`src/sv/rfsp_pkg.sv`:
```
`default_nettype none

package rfsp_pkg;

    // Largest sprite edge the datapath is sized for.
    localparam int MAX_MAP_SIZE = 256;

    localparam int MAP_SIZE_W = 9;
    localparam int COORD_W    = 8;
    localparam int PIX_W      = 8;

    // Effective edge length and |2*coord - N| both fit in N_W bits.
    localparam int N_W     = $clog2(MAX_MAP_SIZE) + 1;
    localparam int DIFF_W  = N_W;
    localparam int CMP_W   = ((N_W > COORD_W + 1) ? N_W : COORD_W + 1) + 1;

    // Squared distance in half-pixel units and the square root in Q16.
    localparam int S_W        = 2 * DIFF_W;
    localparam int FRAC_SHIFT = 32;
    localparam int ROOT_W     = (S_W + FRAC_SHIFT) / 2;
    localparam int REM_W      = ROOT_W + 2;

    // Distance after the divide, Q1.16: one integer bit and 16 fraction bits.
    localparam int Q_W    = 17;
    localparam int T_W    = Q_W + 1;
    localparam int D2_W   = 2 * Q_W;
    localparam int PP_W   = Q_W + T_W;
    localparam int PROD_W = 49;
    localparam int F_W    = 49;
    localparam int FS_W   = F_W + 8;

    localparam logic [MAP_SIZE_W-1:0] MAP_SIZE_RESET = MAP_SIZE_W'(32);
    localparam logic [N_W-1:0]        MIN_N          = N_W'(2);
    localparam logic [N_W-1:0]        MAX_N          = N_W'(MAX_MAP_SIZE);
    localparam logic [Q_W-1:0]        ONE_Q16        = Q_W'(65536);
    localparam logic [T_W-1:0]        THREE_Q16      = T_W'(3 * 65536);
    localparam logic [F_W-1:0]        ONE_Q48        = F_W'(1) << 48;

    typedef struct packed {
        logic                valid;
        logic                oob;
        logic [DIFF_W-1:0]   dx;
        logic [DIFF_W-1:0]   dy;
    } t_delta_beat;

    typedef struct packed {
        logic                valid;
        logic                oob;
        logic [S_W-1:0]      s;
    } t_prep_beat;

    typedef struct packed {
        logic                valid;
        logic                oob;
        logic [S_W-1:0]      s;
        logic [REM_W-1:0]    rem;
        logic [ROOT_W-1:0]   root;
    } t_sqrt_beat;

    typedef struct packed {
        logic                valid;
        logic                oob;
        logic                big;
        logic [ROOT_W-1:0]   root;
        logic [N_W-1:0]      rem;
        logic [Q_W-1:0]      q;
    } t_div_beat;

    typedef struct packed {
        logic                valid;
        logic [PIX_W-1:0]    intensity;
    } t_pix_beat;

endpackage

`default_nettype wire

```
`src/sv/rfsp_isqrt.sv`:
```
`default_nettype none

module rfsp_isqrt (
    input  wire logic                i_clk,
    input  wire logic                i_rst_n,
    input  wire logic                i_ce,
    input  wire rfsp_pkg::t_prep_beat i_beat,
    output rfsp_pkg::t_sqrt_beat     o_beat
);

    localparam int STAGES = rfsp_pkg::ROOT_W;

    rfsp_pkg::t_sqrt_beat r_st [STAGES];
    rfsp_pkg::t_sqrt_beat n_st [STAGES];

    // One result bit per stage: the radicand is s shifted up by FRAC_SHIFT,
    // so the low pairs of radicand bits are all zero.
    for (genvar k = 0; k < STAGES; k++) begin : g_stage
        localparam int PAIR = STAGES - 1 - k;

        rfsp_pkg::t_sqrt_beat         src;
        logic [1:0]                   pair_bits;
        logic [rfsp_pkg::REM_W+1:0]   cand;
        logic [rfsp_pkg::REM_W+1:0]   trial;

        if (k == 0) begin : g_first
            always_comb begin
                src       = '0;
                src.valid = i_beat.valid;
                src.oob   = i_beat.oob;
                src.s     = i_beat.s;
            end
        end else begin : g_next
            assign src = r_st[k-1];
        end

        if (2 * PAIR >= rfsp_pkg::FRAC_SHIFT) begin : g_sbits
            assign pair_bits = src.s[2*PAIR-rfsp_pkg::FRAC_SHIFT +: 2];
        end else begin : g_zbits
            assign pair_bits = 2'b00;
        end

        always_comb begin
            cand  = {src.rem, pair_bits};
            trial = {2'b00, src.root, 2'b01};
            n_st[k] = src;
            if (cand >= trial) begin
                n_st[k].rem  = rfsp_pkg::REM_W'(cand - trial);
                n_st[k].root = {src.root[rfsp_pkg::ROOT_W-2:0], 1'b1};
            end else begin
                n_st[k].rem  = rfsp_pkg::REM_W'(cand);
                n_st[k].root = {src.root[rfsp_pkg::ROOT_W-2:0], 1'b0};
            end
        end

        always_ff @(posedge i_clk) begin
            if (!i_rst_n) begin
                r_st[k].valid <= 1'b0;
            end else if (i_ce) begin
                r_st[k] <= n_st[k];
            end
        end
    end

    assign o_beat = r_st[STAGES-1];

endmodule

`default_nettype wire

```
`config.mk`:
```
export PLATFORM = sky130hd
export DESIGN_NAME = rfsp_isqrt
export DESIGN_NICKNAME = d
export VERILOG_FILES = /design/src/sv/rfsp_pkg.sv /design/src/sv/rfsp_isqrt.sv
export SDC_FILE = /design/constraint.sdc
export NUM_CORES = 2
export LEC_CHECK = 0
export BUFFER_PORTS_ARGS = -buffer_cell sky130_fd_sc_hd__buf_2
export CAP_MARGIN = 10
export CORE_AREA = 2 2 395 318
export DETAILED_ROUTE_END_ITERATION = 6
export DIE_AREA = 0 0 397 320
export GPL_TIMING_DRIVEN = 1
export PLACE_DENSITY = 0.73
export SLEW_MARGIN = 20
export SYNTH_ARGS = -nofsm -noshare
export SYNTH_HDL_FRONTEND = slang
export SYNTH_SLANG_ARGS = --single-unit
export TNS_END_PERCENT = 1
```
`constraint.sdc`:
```
create_clock -name i_clk -period 78.2 [get_ports i_clk]
set_clock_uncertainty 0.2 [all_clocks]
set_input_delay 3.91 -clock i_clk [delete_from_list [all_inputs] [get_ports i_clk]]
set_output_delay 3.91 -clock i_clk [all_outputs]
set_load 0.02 [all_outputs]
```
==> qor.yml <==
crit_chain: "buf_2 -> and2_4 -> buf_4 -> buf_12 -> buf_4 -> buf_4 -> buf_4"
pwr-share-comb: 0.092
power.leakage_nw: 27.6
clockBufferDepth: 3
worst_setup_path_end_kind: "flop"
dpl.cell_count: 6858
cts_buffers: 141
r2r_end: "r_st[1][474]"
syn_avg_cell_area_um2: 13.0
synth-compound-area-share: 0.0925
vias: 39400
root_buffer: "clkbuf_16"
drv_cap: 0
synth-xor-area-share: 0.0604
yosys.area_share.adder: 0.0646
critical_path_class: "in -> reg"
placed_area_mm2: 0.0698
top_regs: "r_st x1447"
synthDistinctLibCells: 83
largest_reg_flops: 1447
max_freq_ghz: 0.109
dieWidth_um: 397
min_path_cells: 0
top_layer: "met4"
drt-met1-wl_mm: 54.5
cts_hold_buf: 0
regMostFlops: "r_st"
netlist_area_mm2: 0.0673
ys_seq_area_frac: 0.645
path_max_fanout: 187
power_density_mw_per_mm2: 23.6
synth_common_cells: "edfxtp_1 (1446), inv_1 (439), nand2_1 (402)"
worstPathRequired_ns: 78.38
antenna-diode-count: 0
syn_nets: 5558
synth_edf_count: 1446
outcome: "complete, no violations"
antenna_found_initial: 0
p_sw_frac: 0.229
syn_inst: 5197
synth_top_area_share: 0.645
drc: 0
port_buffers: 94
start_util: 0.548
timing.final.crit_share: 0.117
synth-async-reset-ratio: 0
dr_wl_met2_mm: 55.4
area_growth_pct: 10.5
drtAntennaViolNets: 0
min_from: "r_st[0][128]"
drtPass1Iterations: 7
row_count: 115
dpl.hpwl_mm: 80.5
slew_headroom: 0.231
viasPerCell: 5.54
gp_congestion: 0.869
worst-r2r-cell-count: 12
die_height_um: 320
finalHoldViolations: 0
clk_pin_slew_ns: 0.06
grt_pass1_wl_mm: 194
htreeDepth: 4
critPathMostFrequentCell: "buf_4"
grt_max_degree: 199
grt_pass1_vias: 38200
grtUsageTotal: 0.187
cts_tree: "done"
design.die.area_mm2: 0.127
timing.final.ws_setup_ns: 69.04
period_needed_ns: 9.16
cts_sinks: 1447
hold_path_end: "r_st[0][200]"
maxSlewViolCount: 0
worstMarginPinSlew_ns: 1.15
synth-simple-area-share: 0.0977
ys_ff_latch: 1447
muxShareOfSynthArea: 0.00924
ys_top_cells_by_area: "edfxtp_1 (65%), ha_1 (6.0%), xor2_1 (3.2%)"
fin_area_mm2: 0.0744
critPathLaunchType: "input pin"
cts_setup_buffers: 0
rsz0062_at_grt: "no"
drt-total-wl_mm: 118
r2r_start: "r_st[1][397]"
ys.flop_type: "edfxtp_1"
io_pins: 95
synth.most_common_cell: "edfxtp_1"
finalSetupTns_ns: 0
wl_met3_mm: 5.51
finalSetupViolations: 0
p_seq_frac: 0.527
final_nets: 5725
crit_arrival_ns: 9.35
routedWlPerCell_um: 16.6
p_clk_frac: 0.381
clock_latency_ns: 0.78
layoutNonFillerInstCount: 7111
drt_iter0_drc: 3142
cts-resized-gates: 0
holdCritPathClass: "reg -> reg"
p_switching_uw: 401
core-area_mm2: 0.123
r2r_slack_ns: 73.79
overflow: 0
crit_slowest_cell: "buf_4"
fillCellCount: 9158
p_int_mw: 1.35
synth.largest_area_cell: "edfxtp_1"
drive_above_1_share: 0.0786
vdd_drop_max_mv: 0.0251
place_ws_ns: 68.22
synth_warnings: 0
synth_top_family_by_area: "simple AND/OR/NAND/NOR gates"
slowest_delay_ns: 0.86
[final cells by class]
type / instances / area (um2) / area share
inverter: 439 / 1650 / 0.0222
multi-input combinational: 3214 / 21900 / 0.295
clock buffer: 170 / 3720 / 0.0501
timing repair buffer: 121 / 743 / 0.0100
clock inverter: 82 / 847 / 0.0114
tap: 1638 / 2050 / 0.0276
sequential: 1447 / 43400 / 0.584
[per-layer routing]
metal | up-vias | track usage
met5 | - | 0
met4 | 0 | 0.0532
met3 | 185 | 0.0308
met2 | 829 | 0.302
met1 | 19000 | 0.261
li1 | 19400 | -
[power groups by stage]
stage | Clock [mW] | Sequential, mW | Combinational [mW]
4_1_cts | 0.685 | 0.923 | 0.161
5_1_grt | 0.714 | 0.926 | 0.182
6_report | 0.668 | 0.922 | 0.162
2_1_floorplan | 0 | 0.982 | 0.123
3_5_place_dp | 0 | 0.939 | 0.160
3_3_place_gp | 0 | 0.937 | 0.155
[worst max-delay path by stage]
stage	start	endpoint	slack, ns	cells past startpoint
floorplan	i_rst_n	r_st[0][0]	39.85	2
global placement	i_ce	r_st[0][761]	68.42	7
detailed placement	i_ce	r_st[0][687]	68.22	7
CTS	i_ce	r_st[0][761]	69.08	7
global route	i_ce	r_st[0][844]	68.56	7
finish	i_ce	r_st[0][730]	69.04	7
[critical path: cells and delay by family]
family	cells	cell delay [ns]
buf+inv	6	4.34
simple gates	1	0.73
[cell usage in the layout (no fill, tap or decap), types with 22 or more instances in the layout]
master     netlist  layout
edfxtp_1      1446    1446
inv_1          439     439
nand2_1        402     402
ha_1           322     322
o21ai_0        319     319
nor2_1         306     306
a21oi_1        292     292
xor2_1         244     244
xnor2_1        220     220
clkbuf_16        0     145
nor3_1         122     118
a21o_1         116     116
buf_2            3      94
nand2b_1        64      64
nand3_1         64      64
nor4_1          59      58
o21a_1          56      56
and3_1          52      52
mux2_2          49      49
or3_1           46      46
nor2b_1         46      45
or4_1           41      41
o31ai_1         34      34
nand4_1         32      32
clkinv_1         0      30
or2_2           29      29
a211oi_1        26      26
clkbuf_1        90      25
o21bai_1        22      22
[cell families after synthesis]
| family | Yosys count |
|---|---|
| flops | 1447 |
| buf+inv | 536 |
| fa+ha+maj | 338 |
| simple gates | 1337 |
| compound gates | 1018 |
| xor+xnor | 464 |
| mux | 56 |
| other cells | 1 |
[through the flow]
| stage | hold slack, ns | total power, mW | util |
|---|---|---|---|
| 6_report | 0.199 | 1.75 | 0.606 |
| 5_1_grt | 0.207 | 1.82 | 0.606 |
| 4_1_cts | 0.198 | 1.77 | 0.606 |
| 3_5_place_dp | 0.205 | 1.10 | 0.568 |
| 3_3_place_gp | 0.200 | 1.09 | 0.568 |
| 2_1_floorplan | 0.200 | 1.10 | - |
Power figures use the tool's default switching activity.
