File: src/sv/rfsp_pkg.sv
`default_nettype none

package rfsp_pkg;

    // Largest sprite edge the datapath is sized for.
    localparam int MAX_MAP_SIZE = 256;

    localparam int MAP_SIZE_W = 9;
    localparam int COORD_W    = 8;
    localparam int PIX_W      = 8;

    // Effective edge length and |2*coord - N| both fit in N_W bits.
    localparam int N_W     = $clog2(MAX_MAP_SIZE) + 1;
    localparam int DIFF_W  = N_W;
    localparam int CMP_W   = ((N_W > COORD_W + 1) ? N_W : COORD_W + 1) + 1;

    // Squared distance in half-pixel units and the square root in Q16.
    localparam int S_W        = 2 * DIFF_W;
    localparam int FRAC_SHIFT = 32;
    localparam int ROOT_W     = (S_W + FRAC_SHIFT) / 2;
    localparam int REM_W      = ROOT_W + 2;

    // Distance after the divide, Q1.16: one integer bit and 16 fraction bits.
    localparam int Q_W    = 17;
    localparam int T_W    = Q_W + 1;
    localparam int D2_W   = 2 * Q_W;
    localparam int PP_W   = Q_W + T_W;
    localparam int PROD_W = 49;
    localparam int F_W    = 49;
    localparam int FS_W   = F_W + 8;

    localparam logic [MAP_SIZE_W-1:0] MAP_SIZE_RESET = MAP_SIZE_W'(32);
    localparam logic [N_W-1:0]        MIN_N          = N_W'(2);
    localparam logic [N_W-1:0]        MAX_N          = N_W'(MAX_MAP_SIZE);
    localparam logic [Q_W-1:0]        ONE_Q16        = Q_W'(65536);
    localparam logic [T_W-1:0]        THREE_Q16      = T_W'(3 * 65536);
    localparam logic [F_W-1:0]        ONE_Q48        = F_W'(1) << 48;

    typedef struct packed {
        logic                valid;
        logic                oob;
        logic [DIFF_W-1:0]   dx;
        logic [DIFF_W-1:0]   dy;
    } t_delta_beat;

    typedef struct packed {
        logic                valid;
        logic                oob;
        logic [S_W-1:0]      s;
    } t_prep_beat;

    typedef struct packed {
        logic                valid;
        logic                oob;
        logic [S_W-1:0]      s;
        logic [REM_W-1:0]    rem;
        logic [ROOT_W-1:0]   root;
    } t_sqrt_beat;

    typedef struct packed {
        logic                valid;
        logic                oob;
        logic                big;
        logic [ROOT_W-1:0]   root;
        logic [N_W-1:0]      rem;
        logic [Q_W-1:0]      q;
    } t_div_beat;

    typedef struct packed {
        logic                valid;
        logic [PIX_W-1:0]    intensity;
    } t_pix_beat;

endpackage

`default_nettype wire

File: src/sv/rfsp_poly.sv
`default_nettype none

module rfsp_poly (
    input  wire logic                i_clk,
    input  wire logic                i_rst_n,
    input  wire logic                i_ce,
    input  wire rfsp_pkg::t_div_beat i_beat,
    output rfsp_pkg::t_pix_beat      o_beat
);

    logic                              r_v1, r_v2, r_v3, r_v4, r_v5;
    logic                              r_oob1, r_oob2, r_oob3, r_oob4;
    logic [rfsp_pkg::D2_W-1:0]         r_d2;
    logic [rfsp_pkg::T_W-1:0]          r_t;
    logic [rfsp_pkg::PP_W-1:0]         r_p_hi;
    logic [rfsp_pkg::PP_W-1:0]         r_p_lo;
    logic [rfsp_pkg::PROD_W-1:0]       r_prod;
    logic [rfsp_pkg::F_W-1:0]          r_f;
    logic [rfsp_pkg::PIX_W-1:0]        r_val;

    logic [rfsp_pkg::Q_W-1:0]          d;
    logic [rfsp_pkg::D2_W-1:0]         n_d2;
    logic [rfsp_pkg::T_W-1:0]          n_t;
    logic [rfsp_pkg::PP_W-1:0]         n_p_hi;
    logic [rfsp_pkg::PP_W-1:0]         n_p_lo;
    logic [rfsp_pkg::PROD_W-1:0]       n_prod;
    logic [rfsp_pkg::F_W-1:0]          n_f;
    logic [rfsp_pkg::FS_W-1:0]         f_scaled;
    logic [rfsp_pkg::PIX_W-1:0]        n_val;

    // f = 2^48 - d^2 * (3*2^16 - 2d); d^2 is split in halves so that each
    // product stays near 17 by 18 bits.
    always_comb begin
        d = (i_beat.big || (i_beat.q > rfsp_pkg::ONE_Q16)) ? rfsp_pkg::ONE_Q16 : i_beat.q;
        n_d2   = d * d;
        n_t    = rfsp_pkg::THREE_Q16 - {d, 1'b0};
        n_p_hi = r_d2[rfsp_pkg::D2_W-1:rfsp_pkg::Q_W] * r_t;
        n_p_lo = r_d2[rfsp_pkg::Q_W-1:0] * r_t;
        n_prod = rfsp_pkg::PROD_W'({r_p_hi, rfsp_pkg::Q_W'(0)}) + rfsp_pkg::PROD_W'(r_p_lo);
        n_f    = rfsp_pkg::ONE_Q48 - r_prod;
        f_scaled = {r_f, 8'h00} - rfsp_pkg::FS_W'(r_f);
        n_val  = r_oob4 ? '0 : f_scaled[55:48];
    end

    always_ff @(posedge i_clk) begin
        if (!i_rst_n) begin
            r_v1 <= 1'b0;
            r_v2 <= 1'b0;
            r_v3 <= 1'b0;
            r_v4 <= 1'b0;
            r_v5 <= 1'b0;
        end else if (i_ce) begin
            r_v1 <= i_beat.valid;
            r_v2 <= r_v1;
            r_v3 <= r_v2;
            r_v4 <= r_v3;
            r_v5 <= r_v4;
        end
    end

    always_ff @(posedge i_clk) begin
        if (i_ce) begin
            r_oob1 <= i_beat.oob;
            r_oob2 <= r_oob1;
            r_oob3 <= r_oob2;
            r_oob4 <= r_oob3;
            r_d2   <= n_d2;
            r_t    <= n_t;
            r_p_hi <= n_p_hi;
            r_p_lo <= n_p_lo;
            r_prod <= n_prod;
            r_f    <= n_f;
            r_val  <= n_val;
        end
    end

    assign o_beat.valid     = r_v5;
    assign o_beat.intensity = r_val;

endmodule

`default_nettype wire

File: config.mk
export PLATFORM = sky130hd
export DESIGN_NAME = rfsp_poly
export DESIGN_NICKNAME = d
export VERILOG_FILES = /design/src/sv/rfsp_pkg.sv /design/src/sv/rfsp_poly.sv
export SDC_FILE = /design/constraint.sdc
export NUM_CORES = 2
export LEC_CHECK = 0
export BUFFER_PORTS_ARGS = -buffer_cell sky130_fd_sc_hd__buf_2
export CAP_MARGIN = 5
export CORE_MARGIN = 4
export CORE_UTILIZATION = 38
export CTS_BUF_LIST = sky130_fd_sc_hd__clkbuf_8 sky130_fd_sc_hd__clkbuf_16
export CTS_CLUSTER_DIAMETER = 60
export CTS_CLUSTER_SIZE = 28
export DETAILED_ROUTE_END_ITERATION = 8
export HOLD_SLACK_MARGIN = 0.03
export PLACE_DENSITY_LB_ADDON = 0.25
export SYNTH_ARGS = -nofsm -noshare
export SYNTH_HDL_FRONTEND = slang
export SYNTH_SLANG_ARGS = --single-unit
File: constraint.sdc
create_clock -name i_clk -period 25.9 [get_ports i_clk]
set_input_delay 6.475 -clock i_clk [delete_from_list [all_inputs] [get_ports i_clk]]
set_output_delay 6.475 -clock i_clk [all_outputs]
set_load 0.03 [all_outputs]
==> flow_metrics.tcl <==
set metrics [dict create \
    status "finished, final reports clean" \
    synth-compound-area-share_pct 6.31 \
    min_path_type "flip-flop to flip-flop" \
    area_delta_synth_final_pct 5.95 \
    grt_max_degree 90 \
    synth_top_family_by_area "adder cells" \
    ys_top_cells_by_area "fa_1 34%, edfxtp_1 18%, ha_1 13%, inv_1 8.4%, nand2_1 5.1%" \
    num_io_pins 66 \
    drt_iter0_drc 1181 \
    synth-xor-area-share_pct 3.93 \
    ctsRootBufferMaster "clkbuf_16" \
    die-area_mm2 0.102 \
    ys.flop_type "edfxtp_1" \
    insertion_delay_ns 0.55 \
    nets 4834 \
    port_buffers 31 \
    drv_slew 0 \
    vias 24771 \
    syn_inst 3820 \
    max_cap_viol_count 0 \
    coreArea_mm2 0.0956 \
    yosysTopAreaCellShare_pct 33.8 \
    final_util_pct 40.8 \
    yosys.area_share.simple_pct 14.4 \
    worstSetupPathType "input port to flip-flop" \
    synth_most_common_cell "inv_1" \
    setup_viol_count_final 0 \
    synthAdderAreaFrac_pct 46.5 \
    async_flop_share_pct 0 \
    vias_per_cell 4.89 \
    antenna_found_initial 0 \
    remaining_drc_errors 0 \
    max_freq_ghz 0.0672 \
    ant_nets 0 \
    die_h_um 319 \
    synth_top_area_cell "fa_1" \
    period_share_pct 57.5 \
    crit_required_ns 26.19 \
    clk_path_buf_depth 3 \
    place_ws_ns 10.32 \
    clk_pin_slew_ns 0.07 \
    end_kind "flip-flop" \
    wl_um 81800 \
    ys_warn_count 0 \
    dp_hpwl_um 63400 \
    place_congestion 0.817 \
    ys_ff_latch 227 \
    cts_hold_buffers 0 \
    synth_mux_area_share_pct 0.286 \
    setup_tns_ns 0 \
    start_kind "input port" \
    start_util_pct 38.5 \
    tritoncts "built" \
    cts_sinks 227 \
    grt_pass1_wl_um 139000 \
    cts.repair_timing.setup_buffer_count 0 \
    slew_headroom_pct 35.3 \
    slowest_stage "or4_4" \
    synth-edff-count 222 \
    drt-pass1-iter-count 8 \
    cp_max_fo 29 \
    synthTopCellsByCount "827 x inv_1, 621 x fa_1, 502 x nand2_1, 374 x ha_1, 225 x and2_1" \
    period_needed_ns 14.89 \
    cp_common_cell "fa_1" \
    yosysUniqueCellTypes 75 \
    worst_pin_slew_ns 0.958 \
    grt_pass1_vias 26677 \
    grt-ovfl-total 0 \
    post_cts_resized 0 \
    arrival_ns 15.18 \
    die_x_um 319 \
    setup_ws_ns 11.01 \
    cts_buffers 24 \
    clock_skew_ns 0.0135 \
    drive_gt1_share_pct 3.32 \
    slowest_delay_ns 0.59 \
    syn-cell-area_mm2 0.0368 \
    num_rows 113 \
    yosysSeqAreaShare_pct 18.4 \
    rsz0062_at_grt "no" \
    hold_viol_final 0 \
    cts-htree-levels 1 \
    routedWlPerCell_um 16.1 \
    syn_avg_cell_area_um2 9.63 \
    r2r_slack_ns 18.12 \
    grt_usage_pct 16.6 \
    antenna_cells 0 \
]
## per-layer routing
layer | global-route usage [%] | vias to the layer above | share of wire, %
met5 | 0 | - | 0
met3 | 1.44 | 85 | 3.7
li1 | - | 11822 | -
met1 | 23.5 | 12428 | 48
met4 | 2.94 | 0 | 1.8
met2 | 28.4 | 436 | 47
## worst paths after layout
check | from | end | depth (start not counted)
max reg2reg | r_t[15] | r_p_lo[33] | 20
max | i_beat[3] | r_d2[33] | 28
min | r_p_lo[4] | r_prod[4] | 0
min reg2reg | r_p_lo[4] | r_prod[4] | 0
## cell families (layout without fill, tap and decap cells)
kind of cell,after synthesis,count (layout)
adder cells (fa/ha/maj),995,995
buffers and inverters,969,928
flip-flops,227,227
other,2,23
XOR/XNOR,165,165
multiplexers,10,10
AO/OA/AOI/OAI,361,361
AND/OR/NAND/NOR,1091,1091
## metrics by stage
step,hold WS [ns],cells,area [um2]
after global placement,0.403,5021,38200
after detailed placement,0.405,5021,38200
after CTS,0.422,5065,39000
final,0.419,5065,39000
after global routing,0.433,5065,39000
after floorplan,0.400,3841,36900
## final cells by class
class	instances	area [um2]
fillers	9626	56600
multi-input cells	2645	26400
flip-flops and latches	227	6770
inverters	829	3110
well taps	1265	1580
clock buffers	25	614
repair buffers	55	345
clock inverters	19	161
## state kept, by name (all words and copies together), names as in the netlist
| name | flops |
|---|---|
| r_d2 | 33 |
| r_f | 48 |
| r_oob1 | 1 |
| r_oob2 | 1 |
| r_oob3 | 1 |
| r_oob4 | 1 |
| r_p_hi | 31 |
| r_p_lo | 34 |
| r_prod | 48 |
| r_t | 16 |
| r_v1 | 1 |
| r_v2 | 1 |
| r_v3 | 1 |
| r_v4 | 1 |
| r_v5 | 1 |
| r_val | 8 |
## placed cells by master (no fill, tap or decap), drive strengths merged, types with 53 or more instances in the layout
| cell | synthesis | layout |
|---|---|---|
| nand2 | 506 | 506 |
| a21oi | 115 | 115 |
| and3 | 53 | 53 |
| fa | 621 | 621 |
| xnor2 | 133 | 133 |
| ha | 374 | 374 |
| nor2 | 113 | 113 |
| inv | 829 | 840 |
| and2 | 228 | 228 |
| buf | 20 | 55 |
| edfxtp | 222 | 222 |
| o21ai | 61 | 61 |
## worst max-delay path, delay by kind of cell
kind | cells | cell delay, ns
adder cells (fa/ha/maj) | 7 | 3.43
buffers and inverters | 6 | 0.99
XOR/XNOR | 1 | 0.09
AO/OA/AOI/OAI | 7 | 1.77
AND/OR/NAND/NOR | 7 | 2.40
Power is not shown: default switching activity piles up to over one toggle a cycle in this logic, so the estimate is an artifact.
