`src/sv/rfsp_pkg.sv`:
```
`default_nettype none

package rfsp_pkg;

    // Largest sprite edge the datapath is sized for.
    localparam int MAX_MAP_SIZE = 256;

    localparam int MAP_SIZE_W = 9;
    localparam int COORD_W    = 8;
    localparam int PIX_W      = 8;

    // Effective edge length and |2*coord - N| both fit in N_W bits.
    localparam int N_W     = $clog2(MAX_MAP_SIZE) + 1;
    localparam int DIFF_W  = N_W;
    localparam int CMP_W   = ((N_W > COORD_W + 1) ? N_W : COORD_W + 1) + 1;

    // Squared distance in half-pixel units and the square root in Q16.
    localparam int S_W        = 2 * DIFF_W;
    localparam int FRAC_SHIFT = 32;
    localparam int ROOT_W     = (S_W + FRAC_SHIFT) / 2;
    localparam int REM_W      = ROOT_W + 2;

    // Distance after the divide, Q1.16: one integer bit and 16 fraction bits.
    localparam int Q_W    = 17;
    localparam int T_W    = Q_W + 1;
    localparam int D2_W   = 2 * Q_W;
    localparam int PP_W   = Q_W + T_W;
    localparam int PROD_W = 49;
    localparam int F_W    = 49;
    localparam int FS_W   = F_W + 8;

    localparam logic [MAP_SIZE_W-1:0] MAP_SIZE_RESET = MAP_SIZE_W'(32);
    localparam logic [N_W-1:0]        MIN_N          = N_W'(2);
    localparam logic [N_W-1:0]        MAX_N          = N_W'(MAX_MAP_SIZE);
    localparam logic [Q_W-1:0]        ONE_Q16        = Q_W'(65536);
    localparam logic [T_W-1:0]        THREE_Q16      = T_W'(3 * 65536);
    localparam logic [F_W-1:0]        ONE_Q48        = F_W'(1) << 48;

    typedef struct packed {
        logic                valid;
        logic                oob;
        logic [DIFF_W-1:0]   dx;
        logic [DIFF_W-1:0]   dy;
    } t_delta_beat;

    typedef struct packed {
        logic                valid;
        logic                oob;
        logic [S_W-1:0]      s;
    } t_prep_beat;

    typedef struct packed {
        logic                valid;
        logic                oob;
        logic [S_W-1:0]      s;
        logic [REM_W-1:0]    rem;
        logic [ROOT_W-1:0]   root;
    } t_sqrt_beat;

    typedef struct packed {
        logic                valid;
        logic                oob;
        logic                big;
        logic [ROOT_W-1:0]   root;
        logic [N_W-1:0]      rem;
        logic [Q_W-1:0]      q;
    } t_div_beat;

    typedef struct packed {
        logic                valid;
        logic [PIX_W-1:0]    intensity;
    } t_pix_beat;

endpackage

`default_nettype wire

```
`src/sv/rfsp_prep.sv`:
```
`default_nettype none

module rfsp_prep (
    input  wire logic                           i_clk,
    input  wire logic                           i_rst_n,
    input  wire logic                           i_ce,
    input  wire logic                           i_valid,
    input  wire logic [rfsp_pkg::COORD_W-1:0]   i_col,
    input  wire logic [rfsp_pkg::COORD_W-1:0]   i_row,
    input  wire logic [rfsp_pkg::N_W-1:0]       i_n,
    output rfsp_pkg::t_prep_beat                o_beat
);

    rfsp_pkg::t_delta_beat r_delta;
    rfsp_pkg::t_delta_beat n_delta;
    rfsp_pkg::t_prep_beat  r_prep;
    rfsp_pkg::t_prep_beat  n_prep;

    logic [rfsp_pkg::CMP_W-1:0] two_col;
    logic [rfsp_pkg::CMP_W-1:0] two_row;
    logic [rfsp_pkg::CMP_W-1:0] n_ext;
    logic [rfsp_pkg::CMP_W-1:0] dx_full;
    logic [rfsp_pkg::CMP_W-1:0] dy_full;
    logic                       oob;
    logic [rfsp_pkg::S_W-1:0]   sq_x;
    logic [rfsp_pkg::S_W-1:0]   sq_y;

    // Stage one: distance from the center on each axis, in half-pixel units.
    always_comb begin
        n_ext   = rfsp_pkg::CMP_W'(i_n);
        two_col = rfsp_pkg::CMP_W'(i_col) << 1;
        two_row = rfsp_pkg::CMP_W'(i_row) << 1;
        oob     = (rfsp_pkg::CMP_W'(i_col) >= n_ext) || (rfsp_pkg::CMP_W'(i_row) >= n_ext);
        dx_full = (two_col >= n_ext) ? (two_col - n_ext) : (n_ext - two_col);
        dy_full = (two_row >= n_ext) ? (two_row - n_ext) : (n_ext - two_row);

        n_delta.valid = i_valid;
        n_delta.oob   = oob;
        n_delta.dx    = oob ? '0 : rfsp_pkg::DIFF_W'(dx_full);
        n_delta.dy    = oob ? '0 : rfsp_pkg::DIFF_W'(dy_full);
    end

    // Stage two: squared radius.
    always_comb begin
        sq_x         = r_delta.dx * r_delta.dx;
        sq_y         = r_delta.dy * r_delta.dy;
        n_prep.valid = r_delta.valid;
        n_prep.oob   = r_delta.oob;
        n_prep.s     = sq_x + sq_y;
    end

    always_ff @(posedge i_clk) begin
        if (!i_rst_n) begin
            r_delta.valid <= 1'b0;
            r_prep.valid  <= 1'b0;
        end else if (i_ce) begin
            r_delta <= n_delta;
            r_prep  <= n_prep;
        end
    end

    assign o_beat = r_prep;

endmodule

`default_nettype wire

```
`config.mk`:
```
export PLATFORM = sky130hd
export DESIGN_NAME = rfsp_prep
export DESIGN_NICKNAME = d
export VERILOG_FILES = /design/src/sv/rfsp_pkg.sv /design/src/sv/rfsp_prep.sv
export SDC_FILE = /design/constraint.sdc
export NUM_CORES = 1
export LEC_CHECK = 0
export ABC_AREA = 1
export BUFFER_PORTS_ARGS = -buffer_cell sky130_fd_sc_hd__buf_4
export CAP_MARGIN = 25
export CORE_UTILIZATION = 50
export CTS_CLUSTER_SIZE = 20
export DETAILED_ROUTE_END_ITERATION = 8
export GPL_TIMING_DRIVEN = 0
export PLACE_DENSITY = 0.68
export SLEW_MARGIN = 0
export SYNTH_ARGS = -nofsm -noshare
export SYNTH_HDL_FRONTEND = slang
export SYNTH_SLANG_ARGS = --single-unit
```
`constraint.sdc`:
```
create_clock -name i_clk -period 8.8 [get_ports i_clk]
set_input_delay 0.44 -clock i_clk [delete_from_list [all_inputs] [get_ports i_clk]]
set_output_delay 0.44 -clock i_clk [all_outputs]
set_load 0.01 [all_outputs]
```
==> results of run 1 <==
-- cells in the final DEF, fill, tap and decap left out, drive strengths merged --
master | Yosys | layout
ha | 107 | 107
clkbuf | 17 | 23
o21ai | 15 | 15
a21o | 1 | 1
nor3 | 3 | 3
conb | 1 | 1
o21bai | 3 | 3
nand3b | 4 | 4
nand2b | 1 | 1
nand3 | 42 | 42
inv | 307 | 307
nand2 | 311 | 311
o21a | 1 | 1
a21boi | 1 | 1
a31o | 1 | 1
nor2 | 50 | 50
a31oi | 2 | 2
buf | 11 | 59
nand4 | 11 | 11
edfxtp | 36 | 36
dfxtp | 2 | 2
mux2i | 1 | 1
or2 | 3 | 3
xor2 | 23 | 23
fa | 99 | 99
xnor2 | 14 | 14
clkinv | 0 | 2
a21oi | 26 | 26
-- per-stage QoR --
stage	std cells	instance area (um^2)	util, %	hold slack (ns)
floorplan	1093	8139	-	0.4003
global placement	1356	8762	55.16	0.4032
detailed placement	1357	8790	55.33	0.4167
CTS	1365	8929	56.21	0.3707
global route	1365	8929	56.21	0.4078
finish	1365	8929	56.21	0.3738
-- final cells by class --
type	instances	area [um^2]	area share, %
repair buffers	48	380.4	4.260
plain buffers	28	157.7	1.766
multi-input cells	720	5705	63.90
flip-flops and latches	38	1121	12.56
clock buffers	6	128.9	1.443
well taps	216	270.3	3.027
clock inverters	2	10.01	0.1121
inverters	307	1155	12.93
-- cell families after synthesis --
kind of cell             count (synthesis)
AND/OR/NAND/NOR                        425
buffers and inverters                  335
adder cells (fa/ha/maj)                206
AO/OA/AOI/OAI                           50
flip-flops                              38
XOR/XNOR                                37
other                                    1
multiplexers                             1
-- worst max-delay path: stages, from the launching register on --
cell	delay, ns
edfxtp_1	0.35
clkbuf_1	0.43
nand2_1	0.19
fa_1	0.61
inv_1	0.07
fa_1	0.50
inv_1	0.05
fa_1	0.52
inv_1	0.06
fa_1	0.45
fa_1	0.48
inv_1	0.05
fa_1	0.52
inv_1	0.04
ha_1	0.34
nand2_1	0.07
o21ai_1	0.33
nand2_1	0.09
nand2_1	0.11
nand2_1	0.06
nand2_1	0.07
xor2_1	0.18
-- routing by layer --
layer	GRT usage (%)	wire length [um]	vias up
met1	28.16	7950	2953
met5	0	0	-
li1	-	-	3332
met2	39.04	7935	89
met3	1.693	382	21
met4	5.814	245	0
-- registers in the layout (all words and copies together), names as in the netlist --
signal / cells
r_delta: 17
o_beat: 19
n_prep: 2
-- path summary, 6_finish.rpt --
kind / cells past startpoint / slack, ns / from / to
worst max-delay path: 21 / 3.05 / r_delta[2] / o_beat[14]
worst min-delay path: 3 / 0.37 / i_valid / n_prep[19]
worst max register to register: 21 / 3.05 / r_delta[2] / o_beat[14]
worst min register to register: 0 / 0.43 / n_prep[18] / o_beat[18]
==> impl_metrics.tcl, run 1 <==
set metrics [dict create \
    postCtsHoldBufs 0 \
    yosysUniqueCellTypes 38 \
    timing.fmax_mhz 174.0 \
    synthXorXnorAreaFrac_pct 3.982 \
    gp_congestion 0.8891 \
    syn-num-nets 1328 \
    dp_hpwl_mm 14.51 \
    start_util_pct 51.24 \
    setup_viol 0 \
    core_mm2 0.01589 \
    synth_area_mm2 0.008139 \
    yosysMostFrequentCell "inv_1" \
    period_needed_ns 5.748 \
    drt_first_pass_iters 4 \
    path_max_fanout 10 \
    synth_compound_area_share_pct 3.336 \
    status "complete, no violations" \
    cts_resized 0 \
    h-tree-depth 2 \
    first_global_vias 6441 \
    avgRoutedWirePerCell_um 12.10 \
    slew_viol_final 0 \
    synth_simple_gate_area_share_pct 21.81 \
    setup_tns_ns 0 \
    grt_overflow 0 \
    drive_gt1_share_pct 7.920 \
    rows 46 \
    synth-edff-count 36 \
    vias 6395 \
    synth_top_area_share_pct 24.35 \
    finClkSkew_ns 0.008523 \
    ant_nets 0 \
    layout_setup_ws_ns 3.052 \
    clk_pin_slew_ns 0.06 \
    ys_ff_latch 38 \
    tightest_slew_ns 0.6343 \
    grt.total_usage_pct 21.75 \
    port_buffers 47 \
    floorplan.die_area_mm2 0.01679 \
    fin_crit_sh_pct 65.32 \
    max_cap_violations 0 \
    worstPathRequired_ns 8.93 \
    cts_setup_buffers 0 \
    synth_area_leaders "fa_1, ha_1, inv_1" \
    grt_pass1_wl_mm 28.95 \
    synth-main-ff-cell "edfxtp_1" \
    critPathArrivalTime_ns 5.88 \
    final_nets 1383 \
    max_slew_margin_pct 57.67 \
    hp-class "input pin to flip-flop" \
    io_pins 49 \
    cts_buffers 5 \
    hold_viol 0 \
    synth_fa_ha_area_share_pct 40.80 \
    wirelength_mm 16.51 \
    synth_top_family_by_area "adder cells" \
    antenna_found_initial 0 \
    cts_sinks 38 \
    drc 0 \
    synthTopCellsByCount "inv_1, nand2_1, ha_1" \
    first_iter_violations 237 \
    synthMuxAreaShare_pct 0.1230 \
    synth.largest_area_cell "fa_1" \
    cts_buffer_depth 2 \
    chipWidth_um 129.6 \
    async_reset_ff_share_pct 0 \
    startpoint_type "flip-flop" \
    postSynthCellCount 1093 \
    syn2layout_area_growth_pct 9.700 \
    crit_type "flip-flop to flip-flop" \
    grt_max_degree 24 \
    end_kind "flip-flop" \
    clkLatencyLatePin_ns 0.30 \
    rsz0062_at_grt "false" \
    viasPerCell 4.685 \
    die_h_um 129.6 \
    clockRootBuffer "clkbuf_16" \
    pre_cts_ws_ns 3.042 \
    fill_cells 1526 \
    diodes 0 \
    cts_tree "built" \
    syn_avg_cell_area_um2 7.447 \
    yosysWarnings 0 \
    seq_area_frac_synth_pct 13.77 \
]
Power of run 1 is not shown: default switching activity piles up to over one toggle a cycle in this logic, so the estimate is an artifact.
==> inputs of run 2 (changes only) <==
- clock period: 8.8 -> 5.45 ns (I/O delays scaled with it)
==> impl_metrics.tcl, run 2 (synthesized netlist as in run 1, its figures left out) <==
set metrics [dict create \
    status "complete, no violations" \
    worst_hold_startpoint "i_valid" \
    hold_path_depth 3 \
    fin_cells 1375 \
    first_global_vias 6430 \
    cp_cell_sequence "buf_2, nand2_1, inv_1, fa_1, inv_1, fa_1, inv_1, fa_1, fa_1, fa_1, inv_1, fa_1, inv_1, ha_1, a21oi_1, o21ai_1, a21oi_2, nand2_1, nand2_1, nand2_1" \
    cts_buffers 5 \
    viasPerCell 4.674 \
    period_needed_ns 5.230 \
    fin_crit_sh_pct 95.97 \
    drive_gt1_share_pct 10.70 \
    layout_commonest_cell "inv_1" \
    max_slew_margin_pct 57.81 \
    ant_nets 0 \
    rows 46 \
    largest_reg_flops 19 \
    drt_first_pass_iters 5 \
    clkLatencyLatePin_ns 0.30 \
    reg2reg_depth 20 \
    clk_pin_slew_ns 0.06 \
    reg2reg_slack_ns 0.22 \
    grt_pass1_wl_mm 28.93 \
    port_buffers 47 \
    layout_common_cells "inv_1, nand2_1, ha_1" \
    diodes 0 \
    setup_viol 0 \
    io_pins 49 \
    r2r_start "r_delta[3]" \
    grt_max_degree 24 \
    wirelength_mm 16.62 \
    crit_type "flip-flop to flip-flop" \
    syn2layout_area_growth_pct 11.88 \
    worstPathRequired_ns 5.50 \
    crit_family "adder cells" \
    avgRoutedWirePerCell_um 12.08 \
    layout_setup_ws_ns 0.2196 \
    path_max_fanout 8 \
    first_iter_violations 243 \
    critical-path-slowest-cell "fa_1" \
    slew_viol_final 0 \
    critPathArrivalTime_ns 5.29 \
    end_kind "flip-flop" \
    floorplan.die_area_mm2 0.01679 \
    critPathMostFrequentCell "fa_1" \
    cts_tree "built" \
    grt.total_usage_pct 21.74 \
    hold_viol 0 \
    core_mm2 0.01589 \
    grt_overflow 0 \
    placedCellCount 1357 \
    cts_sinks 38 \
    chipWidth_um 129.6 \
    crit_buf_inv 6 \
    final_nets 1393 \
    tightest_slew_ns 0.6321 \
    gp_congestion 0.8891 \
    vias 6427 \
    postCtsHoldBufs 0 \
    cpPeakStageDelay_ns 0.56 \
    start_util_pct 51.24 \
    setup_tns_ns 0 \
    timing.rr.end "o_beat[17]" \
    hp-class "input pin to flip-flop" \
    startpoint_type "flip-flop" \
    clockRootBuffer "clkbuf_16" \
    die_h_um 129.6 \
    timing.fmax_mhz 191.2 \
    finClkSkew_ns 0.008355 \
    dp_hpwl_mm 14.51 \
    final_core_util_pct 57.33 \
    h-tree-depth 2 \
    pre_cts_ws_ns -0.3077 \
    cts_buffer_depth 2 \
    max_cap_violations 0 \
    holdPathEnd "n_prep[19]" \
    drc 0 \
    startpoint "r_delta[3]" \
    antenna_found_initial 0 \
]
## run 2: how the worst max path moves through the flow
stage	to	cells past startpoint
4_1_cts	o_beat[14]	21
6_report	o_beat[17]	20
5_1_grt	o_beat[17]	20
2_1_floorplan	o_beat[14]	21
3_3_place_gp	o_beat[14]	21
3_5_place_dp	o_beat[14]	21
## run 2: final cells by class
| class | instances | area [um^2] |
|---|---|---|
| Inverter | 307 | 1155 |
| Clock inverter | 2 | 10.01 |
| Sequential cell | 38 | 1121 |
| Timing Repair Buffer | 68 | 530.5 |
| Multi-Input combinational cell | 720 | 5748 |
| Fill cell | 1502 | 6779 |
| Tap cell | 216 | 270.3 |
| Clock buffer | 6 | 128.9 |
| Buffer | 18 | 142.6 |
## run 2: stage by stage
| stage | hold WS, ns | area, um^2 |
|---|---|---|
| final | 0.2059 | 9106 |
| after CTS | 0.2032 | 8925 |
| after global placement | 0.4032 | 8762 |
| after global routing | 0.2403 | 9106 |
| after floorplan | 0.4003 | 8139 |
| after detailed placement | 0.4167 | 8790 |
## run 2: layer usage
layer / part of all wire (%) / vias to the layer above / wire, um / track usage, %
li1: - / 3357 / - / -
met1: 48 / 2942 / 8024 / 28.16
met2: 48 / 112 / 7976 / 38.97
met3: 2.4 / 16 / 406 / 1.652
met4: 1.3 / 0 / 208 / 5.882
met5: 0 / - / 0 / 0
## run 2: what timing repair did
item	in CTS	in global routing
gates resized for setup	4	27
endpoints found under the setup margin	10	8
pin swaps	0	3
buffers inserted	0	20
## run 2: worst min-delay path, cell delays in order
cell and delay, ns:
buf_4 0.08, nor2_1 0.03, nor2_1 0.08
Power of run 2 is left out for the same reason.
==> inputs of run 3 (changes only) <==
--- a/config.mk
+++ b/config.mk
@@ -13,2 +13,3 @@
 export DETAILED_ROUTE_END_ITERATION = 8
+export GPL_ROUTABILITY_DRIVEN = 0
 export GPL_TIMING_DRIVEN = 0
==> constraint.sdc (replaced) <==
create_clock -name i_clk -period 5.45 [get_ports i_clk]
set_input_delay 0.8175 -clock i_clk [delete_from_list [all_inputs] [get_ports i_clk]]
set_output_delay 0.8175 -clock i_clk [all_outputs]
set_load 0.01 [all_outputs]
==> impl_metrics.tcl, run 3 (synthesized netlist as in run 1, its figures left out) <==
set metrics [dict create \
    io_pins 49 \
    core_mm2 0.01589 \
    first_global_vias 6321 \
    cts_tree "built" \
    cts_buffer_depth 2 \
    finClkSkew_ns 0.008432 \
    hold_path_depth 0 \
    startpoint "r_delta[6]" \
    worst_hold_startpoint "n_prep[18]" \
    clk_pin_slew_ns 0.06 \
    rsz0062_at_grt "false" \
    dp_hpwl_mm 14.31 \
    max_slew_margin_pct 57.44 \
    reg2reg_depth 21 \
    wirelength_mm 16.35 \
    grt_pass1_wl_mm 28.68 \
    status "complete, no violations" \
    crit_type "flip-flop to flip-flop" \
    layout_common_cells "inv_1, nand2_1, ha_1" \
    clockRootBuffer "clkbuf_16" \
    largest_reg_flops 19 \
    timing.rr.end "o_beat[14]" \
    slew_viol_final 0 \
    setup_viol 0 \
    layout_commonest_cell "inv_1" \
    start_util_pct 51.24 \
    hp-class "flip-flop to flip-flop" \
    floorplan.die_area_mm2 0.01679 \
    vias 6394 \
    path_max_fanout 10 \
    r2r_start "r_delta[6]" \
    die_h_um 129.6 \
    final_nets 1383 \
    avgRoutedWirePerCell_um 11.98 \
    h-tree-depth 2 \
    port_buffers 47 \
    antenna_found_initial 0 \
    critPathArrivalTime_ns 5.24 \
    timing.fmax_mhz 192.3 \
    period_needed_ns 5.201 \
    holdPathEnd "o_beat[18]" \
    syn2layout_area_growth_pct 11.05 \
    drt_first_pass_iters 4 \
    layout_setup_ws_ns 0.2494 \
    drive_gt1_share_pct 10.10 \
    chipWidth_um 129.6 \
    grt_overflow 0 \
    viasPerCell 4.684 \
    max_cap_violations 0 \
    startpoint_type "flip-flop" \
    pre_cts_ws_ns -0.2870 \
    clkLatencyLatePin_ns 0.29 \
    drc 0 \
    cts_sinks 38 \
    first_iter_violations 252 \
    ant_nets 0 \
    end_kind "flip-flop" \
    hold_viol 0 \
    cts_buffers 5 \
    grt_max_degree 24 \
    fin_crit_sh_pct 95.42 \
    diodes 0 \
    tightest_slew_ns 0.6376 \
    grt.total_usage_pct 21.57 \
    worstPathRequired_ns 5.49 \
    rows 46 \
    reg2reg_slack_ns 0.25 \
]
## run 3: cell type report
| cell class | instances | area [um^2] |
|---|---|---|
| Tap cell | 216 | 270.3 |
| Sequential cell | 38 | 1121 |
| Inverter | 307 | 1155 |
| Fill cell | 1547 | 6847 |
| Multi-Input combinational cell | 720 | 5756 |
| Clock inverter | 2 | 10.01 |
| Clock buffer | 6 | 128.9 |
| Timing Repair Buffer | 58 | 455.4 |
| Buffer | 18 | 142.6 |
## run 3: per-layer routing
layer	routed length, um	GRT usage [%]	vias up
met1	7861	28.24	2963
met4	272	4.514	0
met5	0	0	-
met3	435	2.395	21
met2	7776	38.35	87
li1	-	-	3323
## run 3: what timing repair did
item	in CTS	in global routing
hold buffers	0	0
endpoints found under the setup margin	10	9
pin swaps	0	4
setup buffers	3	7
gates resized for setup	6	22
## run 3: worst max-delay path, stage by stage, from the launching register on
cell      delay (ns)
edfxtp_1        0.39
buf_6           0.17
nand2_1         0.10
fa_1            0.56
inv_1           0.07
fa_1            0.50
inv_1           0.06
fa_1            0.53
inv_1           0.06
fa_1            0.44
fa_1            0.49
inv_1           0.05
fa_1            0.53
inv_1           0.06
ha_4            0.26
a21oi_2         0.16
o21ai_4         0.10
nand2_1         0.06
nand2_1         0.07
nand2_1         0.07
nand2_1         0.06
xor2_1          0.15
## run 3: metrics by stage
stage / instance area (um^2) / TNS (ns) / cells / hold slack [ns] / util, %
global placement: 8762 / -0.9435 / 1356 / 0.4062 / 55.16
global route: 9039 / 0 / 1365 / 0.4617 / 56.90
finish: 9039 / 0 / 1365 / 0.4369 / 56.90
floorplan: 8139 / 0 / 1093 / 0.4003 / -
detailed placement: 8790 / -1.862 / 1357 / 0.4144 / 55.33
CTS: 8952 / 0 / 1365 / 0.4404 / 56.36
## run 3: worst max-delay path by stage
stage                 end  slack (ns)  cells past startpoint
2_1_floorplan  o_beat[14]        0.24                     21
3_3_place_gp   o_beat[14]       -0.18                     21
3_5_place_dp   o_beat[14]       -0.29                     21
4_1_cts        o_beat[14]       0.002                     20
5_1_grt        o_beat[16]       0.002                     18
6_report       o_beat[14]        0.25                     21
Power of run 3 is left out for the same reason.
